<file path="src/hw/rtl/bmp24_to_rgb565_decoder_defines.svh">
// Assertion macros shared by the BMP decoder RTL.
`ifndef BMP24_TO_RGB565_DECODER_DEFINES_SVH
`define BMP24_TO_RGB565_DECODER_DEFINES_SVH

// Whenever the antecedent holds, the consequent holds in the same cycle.
`define BMP_ASSERT_IMPL(label, ante, cons) \
label: assert property (@(posedge clk) disable iff (!arst_n) (ante) |-> (cons)) \
	else $error("bmp decoder assertion failed");

// Whenever the antecedent holds, the consequent holds in the next cycle.
`define BMP_ASSERT_NEXT(label, ante, cons) \
label: assert property (@(posedge clk) disable iff (!arst_n) (ante) |=> (cons)) \
	else $error("bmp decoder assertion failed");

`endif

</file>
<file path="src/hw/rtl/bmp_pkg.sv">
// Package with the word types and constants of the BMP decoder.
`default_nettype none

package bmp_pkg;

	// Input word: one byte of the file and the start-of-file flag.
	typedef struct packed {
		logic [7:0] data_byte;
		logic       file_start;
	} bmp_in_t;

	// Result word: a pixel or a status code.
	typedef struct packed {
		logic [2:0]        kind;
		logic [15:0]       pixel;
		logic signed [15:0] column;
		logic signed [15:0] row;
		logic              last;
	} bmp_out_t;

	// Result kinds.
	localparam logic [2:0] KIND_PIXEL   = 3'd0;
	localparam logic [2:0] KIND_BAD_SIG = 3'd1;
	localparam logic [2:0] KIND_FORMAT  = 3'd2;
	localparam logic [2:0] KIND_OFFSET  = 3'd3;
	localparam logic [2:0] KIND_EMPTY   = 3'd4;

	// Configuration register indexes.
	localparam logic CFG_ORIGIN_X = 1'b0;
	localparam logic CFG_ORIGIN_Y = 1'b1;

	// Header constants.
	localparam logic [7:0]  SIG_BYTE0  = 8'h42;
	localparam logic [7:0]  SIG_BYTE1  = 8'h4D;
	localparam logic [7:0]  PLANES_ONE = 8'd1;
	localparam logic [7:0]  BPP_24     = 8'd24;
	localparam logic [31:0] HEADER_END = 32'd34;

endpackage

`default_nettype wire

</file>
<file path="src/hw/rtl/bmp_parser.sv">
// Header parser and pixel assembler of the BMP decoder, one byte per cycle while take is high.
`default_nettype none

`include "bmp24_to_rgb565_decoder_defines.svh"

module bmp_parser
	import bmp_pkg::*;
(
	input  wire logic              clk,
	input  wire logic              arst_n,
	input  wire logic              take,
	input  wire bmp_in_t           in_word,
	input  wire logic signed [15:0] origin_x,
	input  wire logic signed [15:0] origin_y,
	output logic                   res_valid,
	output bmp_out_t               res_word
);

	localparam logic [2:0] PH_IDLE   = 3'd0;
	localparam logic [2:0] PH_HEADER = 3'd1;
	localparam logic [2:0] PH_SKIP   = 3'd2;
	localparam logic [2:0] PH_PIXELS = 3'd3;
	localparam logic [2:0] PH_PAD    = 3'd4;

	typedef struct packed {
		logic [2:0]  phase;
		logic [31:0] pos;
		logic [31:0] offset;
		logic [15:0] width;
		logic [15:0] height;
		logic [15:0] col;
		logic [15:0] rows;
		logic [15:0] row;
		logic [1:0]  bip;
		logic [7:0]  blue;
		logic [7:0]  green;
		logic [1:0]  pad;
		logic        sig_ok;
		logic        fmt_bad;
	} pstate_t;

	pstate_t     st_q;
	pstate_t     st_c;
	pstate_t     st_d;
	logic [7:0]  b;
	logic [7:0]  want;
	logic        fmt_bad_nx;
	logic [15:0] col_inc;
	logic [31:0] pos_inc;
	logic [1:0]  pad_dec;

	assign b = in_word.data_byte;

	always_comb begin
		st_c = st_q;
		if (take && in_word.file_start) begin
			st_c = '0;
			st_c.phase = PH_HEADER;
		end
		st_d = st_c;
		res_valid = 1'b0;
		res_word = '0;
		col_inc = st_c.col + 16'd1;
		pos_inc = (st_c.pos == 32'hFFFF_FFFF) ? st_c.pos : st_c.pos + 32'd1;
		pad_dec = (st_c.pad != 2'd0) ? st_c.pad - 2'd1 : 2'd0;
		want = 8'd0;
		if (st_c.pos == 32'd26) begin
			want = PLANES_ONE;
		end else if (st_c.pos == 32'd28) begin
			want = BPP_24;
		end
		fmt_bad_nx = st_c.fmt_bad;
		if (st_c.pos >= 32'd26 && st_c.pos <= 32'd33 && b != want) begin
			fmt_bad_nx = 1'b1;
		end

		if (take) begin
			unique case (st_c.phase)
				PH_HEADER: begin
					st_d.pos = st_c.pos + 32'd1;
					st_d.fmt_bad = fmt_bad_nx;
					case (st_c.pos)
						32'd0: st_d.sig_ok = (b == SIG_BYTE0);
						32'd1: begin
							if (!(st_c.sig_ok && b == SIG_BYTE1)) begin
								res_valid = 1'b1;
								res_word.kind = KIND_BAD_SIG;
								res_word.last = 1'b1;
								st_d.phase = PH_IDLE;
							end
						end
						32'd10: st_d.offset[7:0] = b;
						32'd11: st_d.offset[15:8] = b;
						32'd12: st_d.offset[23:16] = b;
						32'd13: st_d.offset[31:24] = b;
						32'd18: st_d.width[7:0] = b;
						32'd19: st_d.width[15:8] = b;
						32'd22: st_d.height[7:0] = b;
						32'd23: st_d.height[15:8] = b;
						default: ;
					endcase
					if (st_c.pos == HEADER_END - 32'd1) begin
						if (fmt_bad_nx) begin
							res_valid = 1'b1;
							res_word.kind = KIND_FORMAT;
							res_word.last = 1'b1;
							st_d.phase = PH_IDLE;
						end else if (st_c.offset < HEADER_END) begin
							res_valid = 1'b1;
							res_word.kind = KIND_OFFSET;
							res_word.last = 1'b1;
							st_d.phase = PH_IDLE;
						end else if (st_c.width == 16'd0 || st_c.height == 16'd0) begin
							res_valid = 1'b1;
							res_word.kind = KIND_EMPTY;
							res_word.last = 1'b1;
							st_d.phase = PH_IDLE;
						end else begin
							st_d.rows = st_c.height;
							st_d.row = 16'(origin_y + st_c.height - 16'd1);
							st_d.col = 16'd0;
							st_d.bip = 2'd0;
							st_d.phase = (st_c.offset == HEADER_END) ? PH_PIXELS : PH_SKIP;
						end
					end
				end
				PH_SKIP: begin
					st_d.pos = pos_inc;
					if (pos_inc >= st_c.offset) begin
						st_d.phase = PH_PIXELS;
					end
				end
				PH_PIXELS: begin
					case (st_c.bip)
						2'd0: begin
							st_d.blue = b;
							st_d.bip = 2'd1;
						end
						2'd1: begin
							st_d.green = b;
							st_d.bip = 2'd2;
						end
						default: begin
							st_d.bip = 2'd0;
							res_valid = 1'b1;
							res_word.kind = KIND_PIXEL;
							res_word.pixel = {b[7:3], st_c.green[7:2], st_c.blue[7:3]};
							res_word.column = 16'(origin_x + st_c.col);
							res_word.row = st_c.row;
							st_d.col = col_inc;
							if (col_inc == st_c.width) begin
								if (st_c.rows <= 16'd1) begin
									st_d.rows = 16'd0;
									res_word.last = 1'b1;
									st_d.phase = PH_IDLE;
								end else begin
									st_d.rows = st_c.rows - 16'd1;
									st_d.row = st_c.row - 16'd1;
									st_d.col = 16'd0;
									st_d.pad = st_c.width[1:0];
									if (st_c.width[1:0] != 2'd0) begin
										st_d.phase = PH_PAD;
									end
								end
							end
						end
					endcase
				end
				PH_PAD: begin
					st_d.pad = pad_dec;
					if (pad_dec == 2'd0) begin
						st_d.phase = PH_PIXELS;
					end
				end
				default: ;
			endcase
		end
	end

	always_ff @(posedge clk or negedge arst_n) begin
		if (!arst_n) begin
			st_q <= '0;
		end else begin
			st_q <= st_d;
		end
	end

	`BMP_ASSERT_IMPL(a_res_needs_take, res_valid, take)
	`BMP_ASSERT_NEXT(a_status_goes_idle, res_valid && res_word.kind != KIND_PIXEL, st_q.phase == PH_IDLE)
	`BMP_ASSERT_NEXT(a_pixel_keeps_image, res_valid && res_word.kind == KIND_PIXEL && !res_word.last, st_q.phase == PH_PIXELS || st_q.phase == PH_PAD)

endmodule

`default_nettype wire

</file>
<file path="src/hw/rtl/bmp_res_buf.sv">
// Two-entry result buffer between the parser and the result channel.
`default_nettype none

`include "bmp24_to_rgb565_decoder_defines.svh"

module bmp_res_buf
	import bmp_pkg::*;
(
	input  wire logic     clk,
	input  wire logic     arst_n,
	input  wire logic     push,
	input  wire bmp_out_t push_word,
	output logic          space,
	output logic          res_valid,
	input  wire logic     res_ready,
	output bmp_out_t      res_word
);

	bmp_out_t   slot_q [2];
	logic [1:0] count_q;
	logic       pop;
	logic [1:0] wr_idx;

	assign pop = res_valid && res_ready;
	assign space = (count_q != 2'd2);
	assign res_valid = (count_q != 2'd0);
	assign res_word = slot_q[0];
	assign wr_idx = count_q - {1'b0, pop};

	always_ff @(posedge clk or negedge arst_n) begin
		if (!arst_n) begin
			count_q <= 2'd0;
		end else begin
			count_q <= count_q + {1'b0, push} - {1'b0, pop};
		end
	end

	// The head shifts forward on a pop; a push lands behind what remains.
	always_ff @(posedge clk) begin
		if (push && wr_idx == 2'd0) begin
			slot_q[0] <= push_word;
		end else if (pop) begin
			slot_q[0] <= slot_q[1];
		end
		if (push && wr_idx == 2'd1) begin
			slot_q[1] <= push_word;
		end
	end

	`BMP_ASSERT_IMPL(a_no_overflow, push, count_q != 2'd2)
	`BMP_ASSERT_IMPL(a_count_range, 1'b1, count_q != 2'd3)
	`BMP_ASSERT_NEXT(a_push_shows, push && count_q == 2'd0, res_valid)

endmodule

`default_nettype wire

</file>
<file path="src/hw/rtl/bmp24_to_rgb565_decoder.sv">
// Top level of the streaming 24-bit BMP to RGB565 decoder.
`default_nettype none

// The decoder takes a BMP file one byte word per cycle on the byte channel and
// delivers RGB565 pixels with screen coordinates, or a single status word, on
// the result channel. A word with file_start set restarts the parser at byte
// zero in any state. Each byte is handled in the cycle it is accepted, so the
// rate is one byte per cycle while byte_ready is high; a pixel enters the
// result buffer as its red byte is accepted. Results pass through a two-entry
// buffer, and byte_ready drops only while both entries hold results that the
// consumer has not yet taken. Rows are delivered bottom-up as the file stores
// them, starting at origin_y plus height minus one, and last marks the final
// pixel and every status word. origin_x is applied live to each pixel, while
// origin_y is sampled when the header completes; write them while idle.

module bmp24_to_rgb565_decoder
	import bmp_pkg::*;
(
	input  wire logic        clk,
	input  wire logic        arst_n,
	input  wire logic        byte_valid,
	output logic             byte_ready,
	input  wire bmp_in_t     byte_word,
	output logic             res_valid,
	input  wire logic        res_ready,
	output bmp_out_t         res_word,
	input  wire logic        cfg_we,
	input  wire logic        cfg_addr,
	input  wire logic [15:0] cfg_data
);

	logic signed [15:0] origin_x_q;
	logic signed [15:0] origin_y_q;
	logic               take;
	logic               par_valid;
	bmp_out_t           par_word;
	logic               buf_space;

	// Configuration registers: a write lands at the clock edge with cfg_we high.
	always_ff @(posedge clk or negedge arst_n) begin
		if (!arst_n) begin
			origin_x_q <= '0;
			origin_y_q <= '0;
		end else if (cfg_we) begin
			unique case (cfg_addr)
				CFG_ORIGIN_X: origin_x_q <= cfg_data;
				CFG_ORIGIN_Y: origin_y_q <= cfg_data;
				default: ;
			endcase
		end
	end

	// A byte is taken whenever the result buffer has a free entry, so the
	// result it may cause always has somewhere to go.
	assign byte_ready = buf_space;
	assign take = byte_valid && byte_ready;

	// The parser updates its state and forms at most one result per byte.
	bmp_parser u_parser (
		.clk       (clk),
		.arst_n    (arst_n),
		.take      (take),
		.in_word   (byte_word),
		.origin_x  (origin_x_q),
		.origin_y  (origin_y_q),
		.res_valid (par_valid),
		.res_word  (par_word)
	);

	// The buffer registers each result and decouples the consumer's stalls.
	bmp_res_buf u_res_buf (
		.clk       (clk),
		.arst_n    (arst_n),
		.push      (par_valid),
		.push_word (par_word),
		.space     (buf_space),
		.res_valid (res_valid),
		.res_ready (res_ready),
		.res_word  (res_word)
	);

endmodule

`default_nettype wire
</file>
<file path="config.mk">
export PLATFORM = sky130hd
export DESIGN_NAME = bmp24_to_rgb565_decoder
export DESIGN_NICKNAME = d
export VERILOG_FILES = /design/src/hw/rtl/bmp_pkg.sv /design/src/hw/rtl/bmp_parser.sv /design/src/hw/rtl/bmp_res_buf.sv /design/src/hw/rtl/bmp24_to_rgb565_decoder.sv
export VERILOG_INCLUDE_DIRS = /design/src /design/src/hw/rtl
export SDC_FILE = /design/constraint.sdc
export NUM_CORES = 1
export LEC_CHECK = 0
export BUFFER_PORTS_ARGS = -buffer_cell sky130_fd_sc_hd__buf_4
export CORE_ASPECT_RATIO = 1.1
export CORE_MARGIN = 5
export CORE_UTILIZATION = 50
export CTS_BUF_LIST = sky130_fd_sc_hd__clkbuf_4 sky130_fd_sc_hd__clkbuf_8
export DETAILED_ROUTE_END_ITERATION = 12
export GPL_ROUTABILITY_DRIVEN = 0
export PLACE_DENSITY_LB_ADDON = 0.05
export SLEW_MARGIN = 20
export SYNTH_ARGS = -nofsm -noshare
export SYNTH_HDL_FRONTEND = slang
export SYNTH_HIERARCHICAL = 1
export SYNTH_SLANG_ARGS = --single-unit
</file>
<file path="constraint.sdc">
create_clock -name clk -period 9.8 [get_ports clk]
set_input_delay 0.98 -clock clk [delete_from_list [all_inputs] [get_ports clk]]
set_output_delay 0.98 -clock clk [all_outputs]
set_load 0.01 [all_outputs]
</file>
# Word-level counts from Yosys, hierarchy flattened
# Memory sizes are Yosys's and may differ from the RTL's.
# Cells that the tools add are included.
# Widths: inputs -> output; s select.
[word_totals]
output_inout_bits = 54
ff_bits = 203
memories = 1
ramBits = 104
[mem_list]
columns = ["name", "words", "width", "read_ports", "rd_clocked_by_memory_dff", "write_ports", "line", "rtl"]
rows = [
  ["u_res_buf.slot_q", 2, 52, 2, 0, 1, "bmp_res_buf.sv:19", "bmp_out_t slot_q [2];"],
]
[classes]
add_sub_neg = 11
n_eq_ne = 25
n_reduce_logical = 22
mux = 84
bitwise = 2
magnitude_cmp = 5
[op_table]
columns = ["op", "n"]
rows = [
  ["$mux 169", 2],
  ["$mux 50", 4],
  ["$eq 32x5->1 const B", 6],
  ["$mux 52", 3],
  ["$mux 48", 3],
  ["$eq 32x4->1 const B", 4],
  ["$pmux 50 s2", 1],
  ["$mux 8", 11],
  ["$eq 32x6->1 const B", 2],
  ["$mux 16", 4],
  ["$mux 64", 1],
  ["$pmux 32 s2", 1],
  ["$reduce_or 52->1", 1],
  ["$mux 3", 17],
  ["$mux 49", 1],
  ["$sub 16x1->16 const B", 3],
  ["$add 16x16->16", 2],
  ["$add 32x1->32 const B", 1],
  ["$eq 32x1->1 const B", 1],
  ["$eq 32x32->1 const B", 1],
  ["$ge 32x32->1", 1],
  ["$ge 32x5->1 const B", 1],
  ["$le 32x6->1 const B", 1],
  ["$logic_not 16->1", 2],
  ["other kinds (31)", 75],
]

# Depth between registers and ports, before layout
# Gate-level depths: netlist of the first run.
[depth]
ltp_word = 19
depth_mapped = 30
ltp_nobuf = 22

# By module
# The synthesis of the first run kept the hierarchy.
[by_module_without_submodules]
columns = ["module", "cells_per_inst", "area_per_inst_um2", "n_inst"]
rows = [
  ["bmp_parser", 1647, 12877.4, 1],
  ["bmp_res_buf", 234, 4337.9, 1],
  ["bmp24_to_rgb565_decoder", 70, 1258.7, 1],
]

# Worst setup path after synthesis of the first run
# No wires, ideal clock.
[synth_path]
path_kind = "input -> register"
start = "input byte_valid"
end = "memory u_res_buf/slot_q[0][0] in the netlist's numbering (enable)"
arrival_ns = 10.586
slack_ns = -1.427
setup_ns = 0.641
n_path_buf = 6
required_ns = 9.159
cell_stages = 20
cell_sequence = "and2_1 > buf_6 > nand2_1 > clkbuf_1 > clkbuf_1 > clkbuf_1 > clkbuf_1 > clkbuf_1 > nand2_1 > inv_1 > ha_1 > or3b_1 > a21o_1 > nand3_1 > a21oi_1 > nand3b_1 > a21oi_1 > o21ai_0 > nand2_1 > o311ai_0"
[synth_between]
elab_chain_len = 18
[synth_lines]
columns = ["item", "line", "rtl"]
rows = [
  ["start: declaration", "bmp24_to_rgb565_decoder.sv:21", "input wire logic byte_valid,"],
  ["$logic_and 1x1->1 (*)", "bmp24_to_rgb565_decoder.sv:56", "assign take = byte_valid && byte_ready;"],
  ["parallel branches: the longest is 11 deep, another holds $ge 32x5->1", "n/a", ""],
  ["$mux 1 (*)", "bmp_parser.sv:77", "if (take) begin"],
  ["via par_valid", "bmp24_to_rgb565_decoder.sv:35", "logic par_valid;"],
  ["$logic_and 1x1->1 (on tied branches)", "bmp_res_buf.sv:45, bmp_res_buf.sv:40", ""],
  ["$mux 1 (on tied branches)", "bmp_res_buf.sv:45, bmp_res_buf.sv:40", ""],
  ["$mux 1 (on tied branches)", "bmp_res_buf.sv:46, bmp_res_buf.sv:41, bmp_res_buf.sv:43", ""],
  ["$reduce_or 52->1 (no source line) / $or 1x1->1 (equally long branches)", "n/a", ""],
  ["$mux 1 (no source line)", "n/a", ""],
  ["end: declaration", "bmp_res_buf.sv:19", ""],
]
# Mark *: on every way through the listed nets, which the timed path passes.

==> impl_table.tex, run 1 <==
\begin{tabular}{lr}
\hline
Metric & Value \\
\hline
\multicolumn{2}{l}{\textbf{Run status}} \\
\quad Result of the run & completed \\
\multicolumn{2}{l}{\textbf{Clocking}} \\
\quad Clk Tree Root Cell & sky130\_fd\_sc\_hd\_\_clkbuf\_8 \\
\quad Buffer levels on the longest clock path & 3 \\
\quad TritonCTS buffer count & 51 \\
\quad Clock tree from TritonCTS & built \\
\quad PostCTS Resize Cnt & 0 \\
\quad Number of hold buffers added after cts & 0 \\
\quad Clk Latency, worst-skew pair & between 0.6 and 0.7 ns \\
\quad Post-CTS clock slew at the launch and capture registers of the worst setup and hold paths & about 0.070 ns \\
\quad Number of buffers inserted to repair setup after CTS & 0 \\
\quad Number of clock sinks seen by CTS & just over 300 \\
\quad H-tree level count & 2 \\
\multicolumn{2}{l}{\textbf{Logic synthesis}} \\
\quad Dominant combinational cell family by area after synthesis & simple AND/OR/NAND/NOR gates \\
\quad Number of standard cells after synthesis & 1951 \\
\quad Async set or reset register ratio after synthesis & 65.6\% \\
\quad Proportion of netlist area held by the largest area contributor & 26.8\% \\
\quad Largest cells by area after synthesis & sky130\_fd\_sc\_hd\_\_dfrtp\_1 (27\%), sky130\_fd\_sc\_hd\_\_edfxtp\_1 (17\%), sky130\_fd\_sc\_hd\_\_ha\_1 (5.8\%) \\
\quad Flops \& latches, synth & 302 \\
\quad Share of the synthesized area in compound gates (AO/OA/AOI/OAI) & between 10\% and 20\% \\
\quad Library cells used by synthesis & 91 \\
\quad Number of synthesis warnings & 6 \\
\quad Biggest area consumer among synthesized cells & sky130\_fd\_sc\_hd\_\_dfrtp\_1 \\
\quad Post-synthesis cell area & 0.0185 mm\^{}2 \\
\quad EDFF count, synth & 104 \\
\quad Proportion of synthesized chip area in sequential cells & 43.7\% \\
\quad Xor-xnor portion of the synthesized cell area & 5.17\% \\
\quad Synthesized netlist net count & between 2000 and 2500 \\
\quad Post-synthesis mux area share & 6.00\% \\
\quad Most instantiated flip-flop cell in the synthesis netlist & sky130\_fd\_sc\_hd\_\_dfrtp\_1 \\
\quad Simple-gate share of the synthesized area & 19.1\% \\
\quad Fraction of the mapped netlist area in adder cells & 6.04\% \\
\quad Avg Cell Area, Syn & 9.47 um\^{}2 \\
\multicolumn{2}{l}{\textbf{Detailed routing}} \\
\quad Routed wire length & 51.8 mm \\
\quad Count of TritonRoute iterations in the first routing pass & 5 \\
\quad Violation count after the first detailed-routing iteration & 1387 \\
\quad Via-to-Cell Ratio & approximately 6 \\
\quad Antenna violation net count after detailed routing & 0 \\
\quad Total vias in the final route & 14800 \\
\quad Wire length per cell & between 20 and 25 um \\
\quad DRC violations left & 0 \\
\multicolumn{2}{l}{\textbf{Setup path}} \\
\quad Maximum single-stage delay on the critical path & 0.79 ns \\
\quad Worst setup path class & flop to flop \\
\quad Worst Path Max Fanout & 32 \\
\quad Data required time at the worst endpoint & approximately 10 ns \\
\quad CP Capture Type & flop \\
\quad Bufs and invs on worst path & 2 \\
\quad Arrival time of data at the critical path endpoint & 6.44 ns \\
\quad Largest delay share family, worst path & simple AND/OR/NAND/NOR gates \\
\quad Worst-path cell chain & nand2\_1 > and2\_1 > buf\_4 > nand2\_4 > nand2\_1 > inv\_1 > ha\_1 > nand4\_1 > nor4\_1 > nand4\_1 > or3\_1 > o21ai\_0 > ha\_1 > a21o\_1 > a211oi\_1 > o2111ai\_1 > o21ai\_0 > a31oi\_1 > o21ai\_0 > a32oi\_1 \\
\quad Cell at the slowest stage of the critical path & sky130\_fd\_sc\_hd\_\_or3\_1 \\
\quad Most frequent cell on the critical path & sky130\_fd\_sc\_hd\_\_o21ai\_0 \\
\quad Startpoint type of the worst setup path & flop \\
\multicolumn{2}{l}{\textbf{STA}} \\
\quad Endpoints failing setup & 0 \\
\quad Tightest Pin Transition & around 1.2 ns \\
\quad Tcrit/Tclk final & between 60\% and 70\% \\
\quad Smallest setup slack after layout & around 3.8 ns \\
\quad Minimum clock period after layout & 6.00 ns \\
\quad Final-report hold violation count & 0 \\
\quad Unrepaired setup endpoints after global routing & no \\
\quad Worst slew margin & 22.5\% \\
\quad Accumulated negative setup slack & 0 ns \\
\quad Final count of pins violating max slew & 0 \\
\quad Post-Route Skew & 0.0379 ns \\
\quad Maximum clock rate & 0.167 GHz \\
\multicolumn{2}{l}{\textbf{Cells and area}} \\
\quad Fin nets & 2075 \\
\quad Register area & roughly 0.008 mm\^{}2 \\
\quad Number of fill cells & 3313 \\
\quad Area taken by multi-input logic gates & 0.00930 mm\^{}2 \\
\quad Utilization after layout & 55.2\% \\
\quad Antenna Diode Count & 0 \\
\quad Syn-to-layout area delta & 8.60\% \\
\quad Fraction of layout cells with a size suffix above 1 & between 10\% and 20\% \\
\multicolumn{2}{l}{\textbf{Die}} \\
\quad Number of placement rows & 73 \\
\quad Placeable Area & 0.0364 mm\^{}2 \\
\quad Die Outline Area & $\sim$0.041 mm\^{}2 \\
\quad Chip width & about 190 um \\
\quad DIE HEIGHT & 212 um \\
\quad Initial standard-cell utilization of the core & 50.8\% \\
\quad Io pins & 85 \\
\multicolumn{2}{l}{\textbf{Power and ir drop}} \\
\quad Power Dens Cells & 200 mW/mm\^{}2 \\
\quad Total power after layout & 0.00400 W \\
\quad Leakage component of the power & around 8.6 nW \\
\quad IR Drop Worst-Case VDD & 0.136 mV \\
\multicolumn{2}{l}{\textbf{GRT}} \\
\quad Number of global-route vias before repair & around 14000 \\
\quad Total GRT Usage & 24.7\% \\
\quad Remaining global-route overflow & 0 \\
\quad Number of antenna violations at the first check in global routing & 0 \\
\quad Wire length of the first global-routing pass & about 82 mm \\
\quad Largest net degree at the start of global routing & 75 \\
\multicolumn{2}{l}{\textbf{Hold path}} \\
\quad Worst Hold Class & primary input to async pin \\
\multicolumn{2}{l}{\textbf{Place}} \\
\quad Quantity of I/O buffers inserted on ports & 84 \\
\quad Sum of net half-perimeters after detailed placement & 37.6 mm \\
\quad Worst Setup Slack post-DPL & 3.34 ns \\
\multicolumn{2}{l}{\textbf{Flow run}} \\
\quad Max-capacitance violation count & 0 \\
\hline
\end{tabular}
## Yosys cell counts (28+ instances only)
library cell	number
sky130_fd_sc_hd__nand3_1	85
sky130_fd_sc_hd__nand2_1	267
sky130_fd_sc_hd__xor2_1	50
sky130_fd_sc_hd__clkbuf_1	66
sky130_fd_sc_hd__ha_1	86
sky130_fd_sc_hd__nor3_1	42
sky130_fd_sc_hd__buf_4	54
sky130_fd_sc_hd__nor2_1	121
sky130_fd_sc_hd__edfxtp_1	104
sky130_fd_sc_hd__inv_1	73
sky130_fd_sc_hd__dfrtp_1	198
sky130_fd_sc_hd__xnor2_1	59
sky130_fd_sc_hd__a21oi_1	68
sky130_fd_sc_hd__and2_1	40
sky130_fd_sc_hd__nor4_1	37
sky130_fd_sc_hd__mux2_2	73
sky130_fd_sc_hd__o21ai_0	153
sky130_fd_sc_hd__nand4_1	28
## state kept, by name, indices dropped and copies added (netlist names)
name / cells
u_res_buf/count_q: 2
origin_x_q: 16
u_parser/st_q: 164
origin_y_q: 16
u_res_buf/slot_q: 104
## per-layer routing
layer | wire, um | share of wire [%] | GRT usage [%]
met5 | 0 | 0 | 0
met3 | 3190 | 6.2 | 3.88
met1 | 24600 | 47 | 36.3
met4 | 1470 | 2.8 | 7.55
met2 | 22600 | 44 | 37.8
## layout make-up
cell class | count | share of cell area (%)
Sequential cell | 302 | 40.3
Clock buffer | 72 | 4.44
Inverter | 74 | 1.38
Clock inverter | 18 | 0.599
Multi-Input combinational cell | 1423 | 46.4
Timing Repair Buffer | 104 | 3.92
Tap cell | 487 | 3.04
## stage by stage
stage	area, um^2	hold WS [ns]	std cells
2_1_floorplan	18500	0.458	1951
3_3_place_gp	19000	0.474	2390
3_5_place_dp	19000	0.481	2390
4_1_cts	20100	0.345	2480
5_1_grt	20100	0.361	2480
6_report	20100	0.352	2480
## layout by cell type (no fill, tap or decap), types with 11 or more instances in the layout
cell type,Yosys,layout
sky130_fd_sc_hd__a211oi_1,11,11
sky130_fd_sc_hd__a21o_1,20,20
sky130_fd_sc_hd__a21oi_1,68,68
sky130_fd_sc_hd__a31oi_1,16,16
sky130_fd_sc_hd__and2_1,40,39
sky130_fd_sc_hd__and3_1,14,13
sky130_fd_sc_hd__buf_4,54,103
sky130_fd_sc_hd__clkbuf_4,0,16
sky130_fd_sc_hd__clkbuf_8,0,57
sky130_fd_sc_hd__dfrtp_1,198,198
sky130_fd_sc_hd__edfxtp_1,104,104
sky130_fd_sc_hd__ha_1,86,86
sky130_fd_sc_hd__inv_1,73,73
sky130_fd_sc_hd__mux2_2,73,73
sky130_fd_sc_hd__nand2_1,267,266
sky130_fd_sc_hd__nand2b_1,15,15
sky130_fd_sc_hd__nand3_1,85,85
sky130_fd_sc_hd__nand4_1,28,28
sky130_fd_sc_hd__nor2_1,121,121
sky130_fd_sc_hd__nor2b_1,12,12
sky130_fd_sc_hd__nor3_1,42,42
sky130_fd_sc_hd__nor4_1,37,37
sky130_fd_sc_hd__o211ai_1,20,20
sky130_fd_sc_hd__o21ai_0,153,153
sky130_fd_sc_hd__o221ai_1,11,11
sky130_fd_sc_hd__or3_1,18,18
sky130_fd_sc_hd__xnor2_1,59,59
sky130_fd_sc_hd__xor2_1,50,50
## logic make-up after synthesis
logic type      Yosys count
fa+ha+maj                88
compound gates          403
flops                   302
xor+xnor                109
simple gates            727
buf+inv                 226
mux                      96
## power breakdown
group	internal (W)	switching (W)
Clock	0.000613	0.000516
Sequential	0.00152	0.000113
Combinational	0.000491	0.000751
Total	0.00262	0.00138
## worst paths after layout
| path | to | start | slack, ns | depth (start not counted) |
|---|---|---|---|---|
| max | u_parser/st_q[166]$_DFF_PN0_ | u_res_buf/count_q[1]$_DFF_PN0_ | 3.80 | 20 |
| min | origin_x_q[7]$_DFFE_PN0P_ | arst_n | 0.35 | 1 |
| max reg2reg | u_parser/st_q[166]$_DFF_PN0_ | u_res_buf/count_q[1]$_DFF_PN0_ | 3.80 | 20 |
| min reg2reg | u_parser/st_q[18]$_DFF_PN0_ | u_parser/st_q[18]$_DFF_PN0_ | 0.50 | 1 |
| max in group asynchronous | u_parser/st_q[7]$_DFF_PN0_ | arst_n | 7.23 | 3 |
| min in group clk | u_parser/st_q[18]$_DFF_PN0_ | u_parser/st_q[18]$_DFF_PN0_ | 0.50 | 1 |
(Power assumes the default switching activity.)
==> run 2: changes to the inputs <==
Settings changed: ABC_AREA set to 1.
Clock period 9.8 ns to 5.2 ns, I/O delays scaled along.
==> run 2 against run 1 <==
Compared with the run above:
- total power rose by 93%
- maximum frequency rose by 27%
- synthesized cell count rose by 42%
- final area rose by 9.6%
- via count rose by 26%
- clock power rose by 94%
- register-to-register slack got worse by 3.3 ns
- first-iteration DRC count rose by 19%
- worst hold slack got worse by 0.23 ns
- clock skew rose by 0.0073 ns
- critical endpoint unchanged
- critical path depth rose by 10
==> impl_table.tex, run 2 <==
\begin{tabular}{lr}
\hline
Metric & Value \\
\hline
\multicolumn{2}{l}{\textbf{Detailed routing}} \\
\quad Routed wire length & 63.7 mm \\
\quad DRC violations left & 0 \\
\quad Count of TritonRoute iterations in the first routing pass & 6 \\
\quad Antenna violation net count after detailed routing & 0 \\
\quad Total vias in the final route & 18800 \\
\quad Via-to-Cell Ratio & about 5.6 \\
\quad Violation count after the first detailed-routing iteration & 1648 \\
\quad Wire length per cell & 19.1 um \\
\multicolumn{2}{l}{\textbf{Power and ir drop}} \\
\quad Sequential power share & between 30\% and 40\% \\
\quad Net Sw Frac & between 30\% and 40\% \\
\quad Power Dens Cells & 351 mW/mm\^{}2 \\
\quad Clock share of power & around 28\% \\
\quad IR Drop Worst-Case VDD & 0.209 mV \\
\quad Cell-internal power & 0.00472 W \\
\quad Leakage component of the power & $\sim$11 nW \\
\quad Combinational group share of total power & 33.9\% \\
\quad Switching power of the nets & 0.00301 W \\
\multicolumn{2}{l}{\textbf{STA}} \\
\quad Accumulated negative setup slack & 0 ns \\
\quad Tightest Pin Transition & $\sim$0.95 ns \\
\quad Endpoints failing setup & 0 \\
\quad Minimum clock period after layout & 4.71 ns \\
\quad Tcrit/Tclk final & 90.6\% \\
\quad Unrepaired setup endpoints after global routing & no \\
\quad Final count of pins violating max slew & 0 \\
\quad Maximum clock rate & $\sim$0.21 GHz \\
\quad Final-report hold violation count & 0 \\
\quad Post-Route Skew & about 0.045 ns \\
\quad Smallest setup slack after layout & between 0.4 and 0.5 ns \\
\quad Worst slew margin & $\sim$36\% \\
\multicolumn{2}{l}{\textbf{Logic synthesis}} \\
\quad Number of synthesis warnings & 6 \\
\quad Most frequently used cell type in the post-synthesis netlist & sky130\_fd\_sc\_hd\_\_nand2\_1 \\
\quad Post-synthesis cell area & approximately 0.020 mm\^{}2 \\
\quad Synthesized netlist net count & 2883 \\
\quad Biggest area consumer among synthesized cells & sky130\_fd\_sc\_hd\_\_dfrtp\_1 \\
\quad Number of standard cells after synthesis & $\sim$2800 \\
\quad Async set or reset register ratio after synthesis & roughly two thirds \\
\quad Flops \& latches, synth & 302 \\
\quad Largest cells by area after synthesis & sky130\_fd\_sc\_hd\_\_dfrtp\_1 (24\%), sky130\_fd\_sc\_hd\_\_edfxtp\_1 (15\%), sky130\_fd\_sc\_hd\_\_nand2\_1 (15\%) \\
\quad Most instantiated flip-flop cell in the synthesis netlist & sky130\_fd\_sc\_hd\_\_dfrtp\_1 \\
\quad EDFF count, synth & 104 \\
\quad Most frequent cells after synthesis & sky130\_fd\_sc\_hd\_\_nand2\_1 (817), sky130\_fd\_sc\_hd\_\_inv\_1 (302), sky130\_fd\_sc\_hd\_\_nand3\_1 (255), sky130\_fd\_sc\_hd\_\_nor2\_1 (254), sky130\_fd\_sc\_hd\_\_dfrtp\_1 (198) \\
\quad Library cells used by synthesis & between 50 and 60 \\
\quad Avg Cell Area, Syn & approximately 7.4 um\^{}2 \\
\quad Proportion of synthesized chip area in sequential cells & between 30 and 40\% \\
\quad Proportion of netlist area held by the largest area contributor & 24.3\% \\
\multicolumn{2}{l}{\textbf{Clocking}} \\
\quad TritonCTS buffer count & 52 \\
\quad Buffer levels on the longest clock path & 3 \\
\quad Post-CTS clock slew at the launch and capture registers of the worst setup and hold paths & 0.06 ns \\
\quad Clk Tree Root Cell & sky130\_fd\_sc\_hd\_\_clkbuf\_8 \\
\quad Clk Latency, worst-skew pair & just under 0.7 ns \\
\quad Number of buffers inserted to repair setup after CTS & 0 \\
\quad H-tree level count & 2 \\
\quad Clock tree from TritonCTS & built \\
\quad Number of clock sinks seen by CTS & just over 300 \\
\multicolumn{2}{l}{\textbf{Setup path}} \\
\quad Data required time at the worst endpoint & 5.81 ns \\
\quad Minimum setup slack among reg-to-reg paths & 0.49 ns \\
\quad Worst Path Max Fanout & 29 \\
\quad Startpoint type of the worst setup path & flop \\
\quad R2R depth & 30 \\
\quad Most frequent cell on the critical path & sky130\_fd\_sc\_hd\_\_nand2\_1 \\
\quad Arrival time of data at the critical path endpoint & 5.33 ns \\
\quad Maximum single-stage delay on the critical path & around 0.38 ns \\
\quad End of the worst register-to-register path & u\_parser/st\_q[166]\$\_DFF\_PN0\_ \\
\quad Worst setup path class & flop to flop \\
\quad CP Capture Type & flop \\
\quad Cell at the slowest stage of the critical path & sky130\_fd\_sc\_hd\_\_dfrtp\_1 \\
\quad Worst flop-to-flop path startpoint & u\_res\_buf/count\_q[0]\$\_DFF\_PN0\_ \\
\multicolumn{2}{l}{\textbf{GRT}} \\
\quad Largest net degree at the start of global routing & 120 \\
\quad Remaining global-route overflow & 0 \\
\quad Number of global-route vias before repair & 17700 \\
\quad Wire length of the first global-routing pass & 99.6 mm \\
\quad Met3 layer usage reported by global route & 4.56\% \\
\quad Met2 routing resource usage after global routing & 45.9\% \\
\quad Number of antenna violations at the first check in global routing & 0 \\
\quad Total GRT Usage & 27.7\% \\
\quad Layer carrying the most global-route usage & met2 \\
\quad GR Layer Usage met1 & 36.9\% \\
\multicolumn{2}{l}{\textbf{Place}} \\
\quad Worst Setup Slack post-DPL & about 0.33 ns \\
\quad Quantity of I/O buffers inserted on ports & 84 \\
\quad Sum of net half-perimeters after detailed placement & 45.9 mm \\
\multicolumn{2}{l}{\textbf{Die}} \\
\quad Die Outline Area & around 0.045 mm\^{}2 \\
\quad Number of placement rows & 77 \\
\quad Initial standard-cell utilization of the core & 50.7\% \\
\quad Placeable Area & 0.0403 mm\^{}2 \\
\quad Io pins & 85 \\
\quad Chip width & just over 200 um \\
\quad DIE HEIGHT & between 200 and 250 um \\
\multicolumn{2}{l}{\textbf{Flow run}} \\
\quad Max-capacitance violation count & 0 \\
\multicolumn{2}{l}{\textbf{Cells and area}} \\
\quad Fin nets & 2893 \\
\quad Biggest register & u\_parser/st\_q \\
\quad Antenna Diode Count & 0 \\
\quad Syn-to-layout area delta & 7.73\% \\
\quad Biggest regs & u\_parser/st\_q: 164 flops, u\_res\_buf/slot\_q: 104 flops \\
\quad Fraction of layout cells with a size suffix above 1 & 9.91\% \\
\quad Largest register FFs & 164 \\
\quad Number of fill cells & just under 4000 \\
\quad Most common cell after layout, fill and taps aside & sky130\_fd\_sc\_hd\_\_nand2\_1 \\
\quad Most frequent cells in the layout & sky130\_fd\_sc\_hd\_\_nand2\_1 (816), sky130\_fd\_sc\_hd\_\_inv\_1 (301), sky130\_fd\_sc\_hd\_\_nand3\_1 (254) \\
\multicolumn{2}{l}{\textbf{Hold path}} \\
\quad Hold Path Cell Cnt & 3 \\
\quad Worst Min Path Start & cfg\_data[15] \\
\quad Worst Hold Class & primary input to flop \\
\quad Hold Path End & origin\_x\_q[15]\$\_DFFE\_PN0P\_ \\
\multicolumn{2}{l}{\textbf{Run status}} \\
\quad Result of the run & completed \\
\hline
\end{tabular}
[run 2: changes by cell type after synthesis, moves of 30 or more]
cell                      before  now
sky130_fd_sc_hd__and2_1       40    0
sky130_fd_sc_hd__inv_1        73  302
sky130_fd_sc_hd__mux2_2       73    0
sky130_fd_sc_hd__nand2_1     267  817
sky130_fd_sc_hd__nand3_1      85  255
sky130_fd_sc_hd__nor2_1      121  254
sky130_fd_sc_hd__nor4_1       37    7
sky130_fd_sc_hd__o21ai_1       6   42
sky130_fd_sc_hd__xnor2_1      59   13
[run 2: timing repair]
action,4_1_cts,5_1_grt
hold endpoints to repair,79,0
endpoints found under the setup margin,0,53
hold buffers,1,0
gates resized for setup,0,3
[run 2: stage by stage]
| stage | power [W] | hold WS [ns] | std cells | instance area, um^2 | util (%) |
|---|---|---|---|---|---|
| 2_1_floorplan | 0.00479 | 0.224 | 2764 | 20400 | - |
| 6_report | 0.00773 | 0.124 | 3327 | 22000 | 54.6 |
| 5_1_grt | 0.00816 | 0.104 | 3327 | 22000 | 54.6 |
| 4_1_cts | 0.00776 | 0.0812 | 3327 | 22000 | 54.6 |
| 3_3_place_gp | 0.00552 | 0.456 | 3232 | 20900 | 52.0 |
| 3_5_place_dp | 0.00554 | 0.462 | 3232 | 20900 | 52.0 |
[run 2: cells by family (layout without fill, tap and decap cells)]
kind of cell    after synthesis  after routing  share of synthesized area, %
compound gates              351            351                          9.70
buf+inv                     476            526                          10.7
fa+ha+maj                    88             88                          5.47
xor+xnor                     66             66                          2.83
simple gates               1481           1481                          31.7
flops                       302            302                          39.6
[run 2: per-layer routing]
layer,wire length [um],up-vias
met5,0,-
met4,2360,0
met3,4440,152
met2,29800,717
met1,27000,8862
li1,-,9034
[run 2: layout make-up]
class                   instances  area (um^2)  area share, %
well taps                     513          642           2.92
clock buffers                  77          947           4.31
flip-flops and latches        302         8080           36.7
clock inverters                17         87.6          0.398
inverters                     323         1220           5.55
repair buffers                109          856           3.89
multi-input cells            1986        10200           46.2
[run 2: power by group through the flow]
stage | combinational [W] | sequential [W] | clock [W]
floorplan | 0.00188 | 0.00291 | 0
global placement | 0.00256 | 0.00296 | 0
detailed placement | 0.00258 | 0.00296 | 0
CTS | 0.00259 | 0.00292 | 0.00226
global route | 0.00286 | 0.00294 | 0.00237
finish | 0.00262 | 0.00292 | 0.00219
[run 2: how the worst max path moves through the flow]
| stage | from | endpoint | slack (ns) | depth (start not counted) |
|---|---|---|---|---|
| floorplan | u_res_buf/count_q[0]$_DFF_PN0_ | u_res_buf/slot_q[0][0]$_DFFE_PP_ | 0.62 | 28 |
| global placement | byte_valid | u_res_buf/slot_q[0][30]$_DFFE_PP_ | 0.42 | 19 |
| detailed placement | byte_valid | u_parser/st_q[166]$_DFF_PN0_ | 0.33 | 28 |
| CTS | u_res_buf/count_q[1]$_DFF_PN0_ | u_res_buf/slot_q[0][27]$_DFFE_PP_ | 0.41 | 25 |
| global route | u_res_buf/count_q[0]$_DFF_PN0_ | u_parser/st_q[166]$_DFF_PN0_ | 0.04 | 30 |
| finish | u_res_buf/count_q[0]$_DFF_PN0_ | u_parser/st_q[166]$_DFF_PN0_ | 0.49 | 30 |
[run 2: worst max-delay path, delay by kind of cell, from the launching register on]
family,cells,cell delay (ns)
simple gates,20,2.93
buf+inv,6,0.58
fa+ha+maj,2,0.53
flops,1,0.38
xor+xnor,1,0.16
compound gates,1,0.08
==> run 3: changes to the inputs <==
Settings changed: CORE_ASPECT_RATIO 1.1 to 1.4, CORE_MARGIN 5 to 3.
==> run 3 against run 2 <==
Compared with the run above:
- cell count grew 0.66%
- utilization up 0.49 points
- first-iteration DRC count fell by 20%
- sequential power about the same
- sequential cell count did not move
- register-to-register slack worse by 0.06 ns
- final area up 0.91%
- non-clock buffer count stayed put
- largest cell class unchanged
- largest power group unchanged
- total power increased by 4.2%
- sequential share of layout area is 0.33 points lower
- clock power is 15% higher
- wire length increased by 2.1%
==> impl_table.tex, run 3 (same netlist as run 2, synthesis figures left out) <==
\begin{tabular}{lr}
\hline
Metric & Value \\
\hline
\multicolumn{2}{l}{\textbf{Run status}} \\
\quad Result of the run & completed \\
\multicolumn{2}{l}{\textbf{Cells and area}} \\
\quad Most common cell after layout, fill and taps aside & sky130\_fd\_sc\_hd\_\_nand2\_1 \\
\quad Largest register FFs & approximately 160 \\
\quad Syn-to-layout area delta & 8.71\% \\
\quad Post-layout instance count excluding filler cells & 3349 \\
\quad Biggest register & u\_parser/st\_q \\
\quad Most frequent cells in the layout & sky130\_fd\_sc\_hd\_\_nand2\_1 (816), sky130\_fd\_sc\_hd\_\_inv\_1 (302), sky130\_fd\_sc\_hd\_\_nand3\_1 (255) \\
\quad Utilization after layout & 55.1\% \\
\quad Biggest regs & u\_parser/st\_q: 164 flops, u\_res\_buf/slot\_q: 104 flops \\
\quad Fraction of layout cells with a size suffix above 1 & 10.1\% \\
\quad Fin nets & roughly 2900 \\
\multicolumn{2}{l}{\textbf{STA}} \\
\quad Final count of pins violating max slew & 0 \\
\quad Tcrit/Tclk final & 91.7\% \\
\quad Post-Route Skew & 0.0447 ns \\
\quad Accumulated negative setup slack & 0 ns \\
\quad Smallest setup slack after layout & 0.429 ns \\
\quad Worst slew margin & 36.9\% \\
\quad Maximum clock rate & 0.210 GHz \\
\quad Final-report hold violation count & 0 \\
\quad Minimum clock period after layout & 4.77 ns \\
\quad Tightest Pin Transition & roughly 0.94 ns \\
\quad Unrepaired setup endpoints after global routing & no \\
\quad Endpoints failing setup & 0 \\
\multicolumn{2}{l}{\textbf{Power and ir drop}} \\
\quad Power Dens Cells & 363 mW/mm\^{}2 \\
\quad IR Drop Worst-Case VDD & 0.212 mV \\
\quad Leakage component of the power & between 10 and 15 nW \\
\multicolumn{2}{l}{\textbf{Clocking}} \\
\quad Buffer levels on the longest clock path & 3 \\
\quad Number of buffers inserted to repair setup after CTS & 0 \\
\quad Clock tree from TritonCTS & built \\
\quad Number of clock sinks seen by CTS & approximately 300 \\
\quad TritonCTS buffer count & 50 \\
\quad Post-CTS clock slew at the launch and capture registers of the worst setup and hold paths & $\sim$0.07 ns \\
\quad Clk Latency, worst-skew pair & 0.64 ns \\
\quad Clk Tree Root Cell & sky130\_fd\_sc\_hd\_\_clkbuf\_8 \\
\quad H-tree level count & 2 \\
\multicolumn{2}{l}{\textbf{Setup path}} \\
\quad Cell at the slowest stage of the critical path & sky130\_fd\_sc\_hd\_\_dfrtp\_1 \\
\quad Startpoint type of the worst setup path & flop \\
\quad R2R depth & 29 \\
\quad Arrival time of data at the critical path endpoint & 5.27 ns \\
\quad Most frequent cell on the critical path & sky130\_fd\_sc\_hd\_\_nand2\_1 \\
\quad Minimum setup slack among reg-to-reg paths & 0.43 ns \\
\quad Worst Path Max Fanout & 13 \\
\quad Data required time at the worst endpoint & 5.70 ns \\
\quad Worst setup path class & flop to flop \\
\quad Maximum single-stage delay on the critical path & about 0.38 ns \\
\quad CP Capture Type & flop \\
\multicolumn{2}{l}{\textbf{GRT}} \\
\quad Total GRT Usage & between 20\% and 30\% \\
\quad Wire length of the first global-routing pass & 100 mm \\
\quad Remaining global-route overflow & 0 \\
\quad Largest net degree at the start of global routing & 137 \\
\quad Number of antenna violations at the first check in global routing & 1 \\
\quad Number of global-route vias before repair & 18200 \\
\multicolumn{2}{l}{\textbf{Die}} \\
\quad Chip width & 177 um \\
\quad DIE HEIGHT & 245 um \\
\quad Placeable Area & 0.0403 mm\^{}2 \\
\quad Die Outline Area & 0.0433 mm\^{}2 \\
\quad Initial standard-cell utilization of the core & 50.7\% \\
\quad Io pins & 85 \\
\quad Number of placement rows & 87 \\
\multicolumn{2}{l}{\textbf{Detailed routing}} \\
\quad Routed wire length & 65.0 mm \\
\quad Total vias in the final route & 18700 \\
\quad Via-to-Cell Ratio & 5.59 \\
\quad DRC violations left & 0 \\
\quad Count of TritonRoute iterations in the first routing pass & 5 \\
\quad Wire length per cell & $\sim$19 um \\
\quad Violation count after the first detailed-routing iteration & between 1000 and 1500 \\
\quad Antenna violation net count after detailed routing & 0 \\
\multicolumn{2}{l}{\textbf{Place}} \\
\quad Total placed cells including tap cells & approximately 3300 \\
\quad Worst Setup Slack post-DPL & 0.257 ns \\
\quad Sum of net half-perimeters after detailed placement & 47.4 mm \\
\quad Quantity of I/O buffers inserted on ports & 84 \\
\multicolumn{2}{l}{\textbf{Flow run}} \\
\quad Max-capacitance violation count & 0 \\
\multicolumn{2}{l}{\textbf{Hold path}} \\
\quad Hold Path Cell Cnt & 3 \\
\quad Worst Hold Class & primary input to flop \\
\hline
\end{tabular}
run 3: cell type report:
cell class	count	area [um^2]
fillers	3929	18100
multi-input cells	1986	10200
flip-flops and latches	302	8080
inverters	323	1220
clock buffers	80	995
repair buffers	109	865
well taps	534	668
clock inverters	14	205
diodes	1	2.50
run 3: per-layer routing:
metal,wire [um],track usage [%],vias up
met5,0,0,-
met1,24000,32.6,8784
li1,-,-,9049
met3,3210,3.45,198
met2,32900,53.8,693
met4,4880,19.4,0
run 3: report_power, final:
| group | switching [W] | internal (W) | leakage [nW] | total, W |
|---|---|---|---|---|
| logic | 0.00186 | 0.000776 | 7.03 | 0.00263 |
| clock network | 0.00104 | 0.00147 | 0.629 | 0.00251 |
| registers | 0.000129 | 0.00279 | 3.68 | 0.00292 |
run 3: worst paths after layout:
kind | start | end
max reg2reg | u_res_buf/count_q[0]$_DFF_PN0_ | u_parser/st_q[166]$_DFF_PN0_
min reg2reg | origin_y_q[4]$_DFFE_PN0P_ | origin_y_q[4]$_DFFE_PN0P_
max | u_res_buf/count_q[0]$_DFF_PN0_ | u_parser/st_q[166]$_DFF_PN0_
max in group asynchronous | arst_n | u_parser/st_q[39]$_DFF_PN0_
min in group asynchronous | arst_n | u_parser/st_q[30]$_DFF_PN0_
min | cfg_data[1] | origin_x_q[1]$_DFFE_PN0P_
run 3: worst max-delay path, delay by kind of cell, from the launching register on:
| kind | cells | cell delay, ns |
|---|---|---|
| buf+inv | 5 | 0.39 |
| flops | 1 | 0.38 |
| simple gates | 17 | 2.48 |
| fa+ha+maj | 2 | 0.49 |
| compound gates | 5 | 0.90 |
run 3: repair_timing:
| item | 4_1_cts | 5_1_grt |
|---|---|---|
| hold endpoints to repair | 28 | 0 |
| endpoints found under the setup margin | 0 | 1 |
| hold buffers | 1 | 0 |
| gates resized for setup | 0 | 2 |
run 3: metrics by stage:
stage | instance area (um^2) | total power, W | hold WS [ns]
detailed placement | 21000 | 0.00556 | 0.462
floorplan | 20400 | 0.00479 | 0.224
CTS | 22200 | 0.00809 | 0.0990
finish | 22200 | 0.00805 | 0.124
global placement | 21000 | 0.00554 | 0.458
global route | 22200 | 0.00847 | 0.130
